===== src/rtl/ssan_pkg.sv =====
// Shared types, constants and the byte classification function for the symbol name sanitizer.
// Used by ssan_core, ssan_outq and symbol_name_sanitizer; depends on nothing else.
`default_nettype none

package ssan_pkg;

   localparam logic [7:0] CHAR_PLUS  = 8'h2B;
   localparam logic [7:0] CHAR_MINUS = 8'h2D;
   localparam logic [7:0] CHAR_P     = 8'h70;
   localparam logic [7:0] CHAR_M     = 8'h6D;
   localparam logic [7:0] CHAR_UNDER = 8'h5F;
   localparam logic [7:0] CHAR_NONE  = 8'h00;

   // Result queue geometry.
   localparam int OQ_DEPTH = 4;
   localparam int OQ_PTR_W = $clog2(OQ_DEPTH);
   localparam int OQ_CNT_W = $clog2(OQ_DEPTH + 1);

   // One result item.
   typedef struct packed {
      logic [7:0] out_char;
      logic       has_char;
      logic       name_end;
      logic       run_last;
   } result_type;

   // Returns the kept character (+ as p, - as m), or CHAR_NONE for a separator.
   function automatic logic [7:0] map_byte(input logic [7:0] c);
      logic [7:0] m;
      m = CHAR_NONE;
      if ((c inside {[8'h61:8'h7A]}) || (c inside {[8'h41:8'h5A]}) ||
          (c inside {[8'h30:8'h39]}) || (c == CHAR_UNDER)) begin
         m = c;
      end else if (c == CHAR_PLUS) begin
         m = CHAR_P;
      end else if (c == CHAR_MINUS) begin
         m = CHAR_M;
      end
      return m;
   endfunction

endpackage

`default_nettype wire


===== src/rtl/ssan_core.sv =====
// Per-byte result generation and the separator/emitted state of the current name.
// Depends on ssan_pkg.
`default_nettype none

module ssan_core
   import ssan_pkg::*;
(
   input  wire logic       clock,
   input  wire logic       reset,
   input  wire logic       step,
   input  wire logic [7:0] in_char,
   input  wire logic       is_last,
   output result_type      res0,
   output result_type      res1,
   output logic [1:0]      res_count
);

   logic       sep_pending_ff, sep_pending_in;
   logic       emitted_any_ff, emitted_any_in;
   logic [7:0] mapped;
   logic       kept;

   assign mapped = map_byte(in_char);
   assign kept   = (mapped != CHAR_NONE);

   always_comb begin
      res0           = '0;
      res1           = '0;
      res_count      = 2'd0;
      sep_pending_in = sep_pending_ff;
      emitted_any_in = emitted_any_ff;
      if (kept) begin
         if (sep_pending_ff && emitted_any_ff) begin
            res0      = '{out_char: CHAR_UNDER, has_char: 1'b1, name_end: 1'b0, run_last: 1'b0};
            res1      = '{out_char: mapped, has_char: 1'b1, name_end: is_last, run_last: 1'b1};
            res_count = 2'd2;
         end else begin
            res0      = '{out_char: mapped, has_char: 1'b1, name_end: is_last, run_last: 1'b1};
            res_count = 2'd1;
         end
         emitted_any_in = 1'b1;
         sep_pending_in = 1'b0;
      end else if (is_last) begin
         // A final separator closes the name; with nothing kept it stands as one underscore.
         if (emitted_any_ff) begin
            res0 = '{out_char: CHAR_NONE, has_char: 1'b0, name_end: 1'b1, run_last: 1'b1};
         end else begin
            res0 = '{out_char: CHAR_UNDER, has_char: 1'b1, name_end: 1'b1, run_last: 1'b1};
         end
         res_count = 2'd1;
      end else if (emitted_any_ff) begin
         sep_pending_in = 1'b1;
      end
      if (is_last) begin
         sep_pending_in = 1'b0;
         emitted_any_in = 1'b0;
      end
   end

   always_ff @(posedge clock) begin
      if (reset) begin
         sep_pending_ff <= 1'b0;
         emitted_any_ff <= 1'b0;
      end else if (step) begin
         sep_pending_ff <= sep_pending_in;
         emitted_any_ff <= emitted_any_in;
      end
   end

endmodule

`default_nettype wire


===== src/rtl/ssan_outq.sv =====
// Small result queue that takes up to two results per cycle and gives one per cycle while out_ready is high.
// Depends on ssan_pkg.
`default_nettype none

module ssan_outq
   import ssan_pkg::*;
(
   input  wire logic                clock,
   input  wire logic                reset,
   input  wire logic [1:0]          push_count,
   input  wire result_type          push0,
   input  wire result_type          push1,
   output logic [OQ_CNT_W-1:0]      free_slots,
   output logic                     out_valid,
   input  wire logic                out_ready,
   output result_type               out_data
);

   result_type              mem [OQ_DEPTH];
   logic [OQ_PTR_W-1:0]     wr_ptr_ff, wr_ptr_in;
   logic [OQ_PTR_W-1:0]     rd_ptr_ff, rd_ptr_in;
   logic [OQ_CNT_W-1:0]     count_ff, count_in;
   logic [OQ_PTR_W-1:0]     wr_next;
   logic                    pop;

   assign out_valid  = (count_ff != '0);
   assign out_data   = mem[rd_ptr_ff];
   assign free_slots = OQ_CNT_W'(OQ_DEPTH) - count_ff;
   assign pop        = out_valid && out_ready;
   assign wr_next    = wr_ptr_ff + OQ_PTR_W'(1);

   always_comb begin
      wr_ptr_in = wr_ptr_ff + OQ_PTR_W'(push_count);
      rd_ptr_in = pop ? rd_ptr_ff + OQ_PTR_W'(1) : rd_ptr_ff;
      count_in  = count_ff + OQ_CNT_W'(push_count) - OQ_CNT_W'(pop);
   end

   always_ff @(posedge clock) begin
      if (push_count != 2'd0) begin
         mem[wr_ptr_ff] <= push0;
      end
      if (push_count == 2'd2) begin
         mem[wr_next] <= push1;
      end
   end

   always_ff @(posedge clock) begin
      if (reset) begin
         wr_ptr_ff <= '0;
         rd_ptr_ff <= '0;
         count_ff  <= '0;
      end else begin
         wr_ptr_ff <= wr_ptr_in;
         rd_ptr_ff <= rd_ptr_in;
         count_ff  <= count_in;
      end
   end

endmodule

`default_nettype wire


===== src/rtl/symbol_name_sanitizer.sv =====
// Symbol name sanitizer top level: input register, result generation and result queue.
// Depends on ssan_pkg, ssan_core and ssan_outq.
// Throughput: one byte per cycle while the result queue has room for its results.
// The result queue drains one result per cycle while rsp_tready is high.
// A byte is taken whenever the input register is free or moves on in the same cycle.
// Reset (synchronous, active high) empties both stages and starts a new name.
`default_nettype none

module symbol_name_sanitizer
   import ssan_pkg::*;
(
   input  wire logic       clock,
   input  wire logic       reset,
   // Input byte stream.
   input  wire logic       req_tvalid,
   output logic            req_tready,
   input  wire logic [7:0] req_tdata,   // [7:0] in_char
   input  wire logic       req_tlast,   // is_last
   // Result stream.
   output logic            rsp_tvalid,
   input  wire logic       rsp_tready,
   output logic [7:0]      rsp_tdata,   // [7:0] out_char
   output logic [1:0]      rsp_tuser,   // [0] has_char, [1] run_last
   output logic            rsp_tlast    // name_end
);

   // Input register: holds one byte until the queue has room for all its results.
   logic                s1_valid_ff, s1_valid_in;
   logic [7:0]          s1_char_ff;
   logic                s1_last_ff;
   logic                advance;
   logic                req_xfer;

   result_type          res0;
   result_type          res1;
   logic [1:0]          res_count;
   logic [1:0]          push_count;
   logic [OQ_CNT_W-1:0] free_slots;
   result_type          q_data;

   // A byte moves on only when every result it causes fits in the queue. The check reads
   // the registered fill level, so rsp_tready never reaches req_tready in the same cycle.
   assign advance    = s1_valid_ff && (free_slots >= OQ_CNT_W'(res_count));
   assign req_tready = !s1_valid_ff || advance;
   assign req_xfer   = req_tvalid && req_tready;
   assign push_count = advance ? res_count : 2'd0;

   always_comb begin
      s1_valid_in = s1_valid_ff;
      if (req_xfer) begin
         s1_valid_in = 1'b1;
      end else if (advance) begin
         s1_valid_in = 1'b0;
      end
   end

   always_ff @(posedge clock) begin
      if (reset) begin
         s1_valid_ff <= 1'b0;
      end else begin
         s1_valid_ff <= s1_valid_in;
      end
   end

   // Payload of the input register needs no reset.
   always_ff @(posedge clock) begin
      if (req_xfer) begin
         s1_char_ff <= req_tdata;
         s1_last_ff <= req_tlast;
      end
   end

   // Classification and the name state; state moves only when the byte leaves the register.
   ssan_core u_core (
      .clock     (clock),
      .reset     (reset),
      .step      (advance),
      .in_char   (s1_char_ff),
      .is_last   (s1_last_ff),
      .res0      (res0),
      .res1      (res1),
      .res_count (res_count)
   );

   // The queue decouples the output handshake from the input side.
   ssan_outq u_outq (
      .clock      (clock),
      .reset      (reset),
      .push_count (push_count),
      .push0      (res0),
      .push1      (res1),
      .free_slots (free_slots),
      .out_valid  (rsp_tvalid),
      .out_ready  (rsp_tready),
      .out_data   (q_data)
   );

   assign rsp_tdata = q_data.out_char;
   assign rsp_tuser = {q_data.run_last, q_data.has_char};
   assign rsp_tlast = q_data.name_end;

   // A result that closes a name is always the last result of its byte.
   a_end_is_run_last: assert property (@(posedge clock) disable iff (reset)
      rsp_tvalid && rsp_tlast |-> rsp_tuser[1])
      else $error("name end result without run_last");

   // A result with no character carries a zero code and only closes a name.
   a_empty_result: assert property (@(posedge clock) disable iff (reset)
      rsp_tvalid && !rsp_tuser[0] |-> (rsp_tdata == CHAR_NONE) && rsp_tlast)
      else $error("result without character is malformed");

   // A byte that waits in the input register keeps its value until it moves on.
   a_s1_hold: assert property (@(posedge clock) disable iff (reset)
      s1_valid_ff && !advance |=> s1_valid_ff && $stable(s1_char_ff) && $stable(s1_last_ff))
      else $error("waiting input byte changed");

endmodule

`default_nettype wire

===== config.mk =====
export PLATFORM = sky130hd
export DESIGN_NAME = symbol_name_sanitizer
export DESIGN_NICKNAME = d
export VERILOG_FILES = /design/src/rtl/ssan_pkg.sv /design/src/rtl/ssan_core.sv /design/src/rtl/ssan_outq.sv /design/src/rtl/symbol_name_sanitizer.sv
export SDC_FILE = /design/constraint.sdc
export NUM_CORES = 1
export LEC_CHECK = 0
export BUFFER_PORTS_ARGS = -buffer_cell sky130_fd_sc_hd__buf_2
export CAP_MARGIN = 10
export CORE_ASPECT_RATIO = 0.5
export CORE_MARGIN = 2
export CORE_UTILIZATION = 55
export CTS_CLUSTER_DIAMETER = 150
export DETAILED_ROUTE_END_ITERATION = 8
export HOLD_SLACK_MARGIN = 0.08
export PLACE_DENSITY = 0.84
export REMOVE_ABC_BUFFERS = 1
export SYNTH_ARGS = -nofsm -noshare
export SYNTH_HDL_FRONTEND = slang
export SYNTH_SLANG_ARGS = --single-unit

===== constraint.sdc =====
create_clock -name clock -period 4.5 [get_ports clock]
set_input_delay 0.45 -clock clock [delete_from_list [all_inputs] [get_ports clock]]
set_output_delay 0.45 -clock clock [all_outputs]
set_load 0.005 [all_outputs]

==> impl_metrics.env <==
export IMPL_status="complete, but fails checks"
export IMPL_violations="design-rule violations"
export IMPL_fin_worst_skew_ns=0.00723
export IMPL_p_leak_nw=1.36
export IMPL_cts_root_buf="clkbuf_16"
export IMPL_core_mm2=0.00561
export IMPL_grt_usage_pct=22.7
export IMPL_fin_nets=307
export IMPL_cp_required_ns=4.71
export IMPL_place_port_buffers=25
export IMPL_clock_latency_ns=0.33
export IMPL_cp_arrival_ns=4.30
export IMPL_path_max_fanout=12
export IMPL_cts_setup_buffers=0
export IMPL_syn_inst=252
export IMPL_multi_input_area_mm2=0.00132
export IMPL_num_fill_cells=379
export IMPL_gp_congestion=0.868
export IMPL_finalSetupViolations=0
export IMPL_max_stage_delay_ns=0.53
export IMPL_drt_pre_antenna_iters=7
export IMPL_ios=26
export IMPL_crit_chain="a21o_2 -> a211oi_2 -> nand3_1 -> o21ai_1 -> o21a_1 -> ha_1 -> nand2b_1 -> a22o_2 -> o31ai_4 -> a21oi_1 -> ha_1 -> fa_1 -> xor2_1 -> xnor2_1 -> nor2_1"
export IMPL_hp_class="in2reg"
export IMPL_cts_hold_buf=0
export IMPL_grt_pass1_wl_mm=11.0
export IMPL_ir_worst_vdd_v=0.000267
export IMPL_dp_hpwl_mm=4.40
export IMPL_min_period_ns=4.08
export IMPL_drcViolationCount=1
export IMPL_vias=2212
export IMPL_viasPerCell=6.09
export IMPL_yosys_warnings=0
export IMPL_grt_setup_unrepaired="no"
export IMPL_clk_pin_slew_ns=0.05
export IMPL_tightestPinTransition_ns=0.789
export IMPL_fmax_mhz=245
export IMPL_path_common_cell="ha_1"
export IMPL_numCtsBuffers=9
export IMPL_die_area_mm2=0.00661
export IMPL_wl_per_cell_um=18.6
export IMPL_yosysUniqueCellTypes=52
export IMPL_synth_ff_type="edfxtp_1"
export IMPL_ys_seq_elements=65
export IMPL_fin_tns_setup_ns=0
export IMPL_start_kind="register"
export IMPL_die_y_um=58.5
export IMPL_layout_commonest_cell="edfxtp_1"
export IMPL_ant_nets=0
export IMPL_antenna_cells=0
export IMPL_grt_pass1_vias=2195
export IMPL_synthArstFlopShare_pct=0
export IMPL_slew_headroom_pct=47.4
export IMPL_synth_edf_count=53
export IMPL_grt_overflow=0
export IMPL_post_cts_resized=0
export IMPL_power_total_mw=2.04
export IMPL_dpl_instance_area_mm2=0.00346
export IMPL_clockBufferDepth=2
export IMPL_crit_type="reg2reg"
export IMPL_synthToLayoutAreaGrowth_pct=14.9
export IMPL_syn_area_per_cell_um2=13.0
export IMPL_hold_viol=0
export IMPL_design_area_mm2=0.00375
export IMPL_cp_slowest_cell="edfxtp_1"
export IMPL_grt_max_degree=15
export IMPL_h_tree_depth=3
export IMPL_layout_common_cells="edfxtp_1, buf_2, nand2_1"
export IMPL_wl_mm=6.74
export IMPL_yosysSeqAreaShare_pct=56.1
export IMPL_endpoint_kind="register"
export IMPL_clock_sinks=65
export IMPL_start_util_pct=58.2
export IMPL_cts_tree="done"
export IMPL_min_period_over_period_pct=90.7
export IMPL_cap_violations=0
export IMPL_power_density_mw_per_mm2=542
export IMPL_seq_area_mm2=0.00183
export IMPL_drt_iter0_markers=279
export IMPL_drive_gt1_share_pct=26.2
export IMPL_die_w_um=113
export IMPL_antenna_found_initial=0
export IMPL_report_final_slew_viol_count=0
export IMPL_num_rows=19
export IMPL_synth_area_mm2=0.00327
==> synth_stat cells, types with 2 or more instances <==
cell	number	area share [%]
nand2b_1	5	0.96
xor2_1	2	0.54
xnor2_1	4	1.1
and2_1	7	1.3
mux4_2	11	7.6
a31oi_1	3	0.57
ha_1	8	3.1
edfxtp_1	53	49
nor2_1	12	1.4
nand3_1	12	1.8
nor2b_1	7	1.3
clkbuf_1	6	0.69
o21ai_1	2	0.31
o21a_1	5	1.1
a21oi_1	21	3.2
nor3_1	4	0.61
o21ai_4	2	1.0
inv_1	14	1.6
o21ai_0	2	0.31
nor3b_1	3	0.69
dfxtp_1	12	7.4
buf_4	2	0.46
nand3b_1	2	0.46
nand2_1	22	2.5
o211ai_4	2	1.3
o22ai_1	3	0.57
==> registers in the layout, indices dropped and copies added (netlist names), named ones only <==
register / cells
u_outq.mem: 44
s1_char_ff: 8
u_outq.count_ff: 3
u_outq.rd_ptr_ff: 2
u_outq.wr_ptr_ff: 2
s1_last_ff: 1
s1_valid_ff: 1
u_core.emitted_any_ff: 1
u_core.sep_pending_ff: 1
==> power breakdown <==
group	internal, mW	switching (mW)
Sequential	0.751	0.0752
Clock	0.428	0.254
Combinational	0.257	0.269
Total	1.44	0.599
==> per-stage QoR <==
step           cells  setup slack (ns)  hold WS [ns]  utilization, %
2_1_floorplan    244             0.632         0.485               -
3_3_place_gp     347             0.524         0.494            61.6
3_5_place_dp     347             0.326         0.517            61.6
4_1_cts          363             0.310         0.289            66.9
5_1_grt          363             0.138         0.288            66.9
6_report         363             0.418         0.299            66.9
==> worst paths after layout <==
path	startpoint	cells past startpoint	to	slack [ns]
setup / recovery	s1_char_ff[1]$_DFFE_PP_	15	u_outq.count_ff[2]$_SDFF_PP0_	0.42
hold / removal	req_tdata[1]	1	s1_char_ff[1]$_DFFE_PP_	0.30
setup reg to reg	s1_char_ff[1]$_DFFE_PP_	15	u_outq.count_ff[2]$_SDFF_PP0_	0.42
hold reg to reg	s1_valid_ff$_SDFFE_PP0P_	2	s1_valid_ff$_SDFFE_PP0P_	0.52
==> final cells by class <==
class                      count  share of cell area, %
clock buffer                   9                   6.00
clock inverter                 7                   1.87
inverter                      14                   1.40
multi-input combinational    165                   35.2
sequential                    65                   48.8
tap                           73                   2.43
timing repair buffer          30                   4.33
==> per-layer routing <==
metal / vias to the layer above / share of wire (%) / GRT usage, %
met5: - / 0 / 0
met4: 0 / 1.6 / 9.41
met3: 12 / 10 / 6.39
met2: 132 / 48 / 37.8
met1: 1065 / 40 / 28.8
li1: 1003 / - / -
==> logic make-up (layout without fill, tap and decap cells) <==
group	after synthesis	count (layout)	synth area share (%)
compound gates	53	53	12.8
xor+xnor	6	6	1.61
fa+ha+maj	9	9	3.68
buf+inv	25	60	3.87
flops	65	65	56.1
mux	12	12	7.93
other cells	1	4	0.115
simple gates	81	81	13.9
==> worst max-delay path, delay by kind of cell (launching register included) <==
family | cells | cell delay (ns)
AOI/OAI and AO/OA | 7 | 1.77
DFF | 1 | 0.53
adders and majority gates | 3 | 0.87
xor gates and xnor gates | 2 | 0.32
and+or+nand+nor | 3 | 0.48
Note: power is estimated with default switching activity, not from simulation.
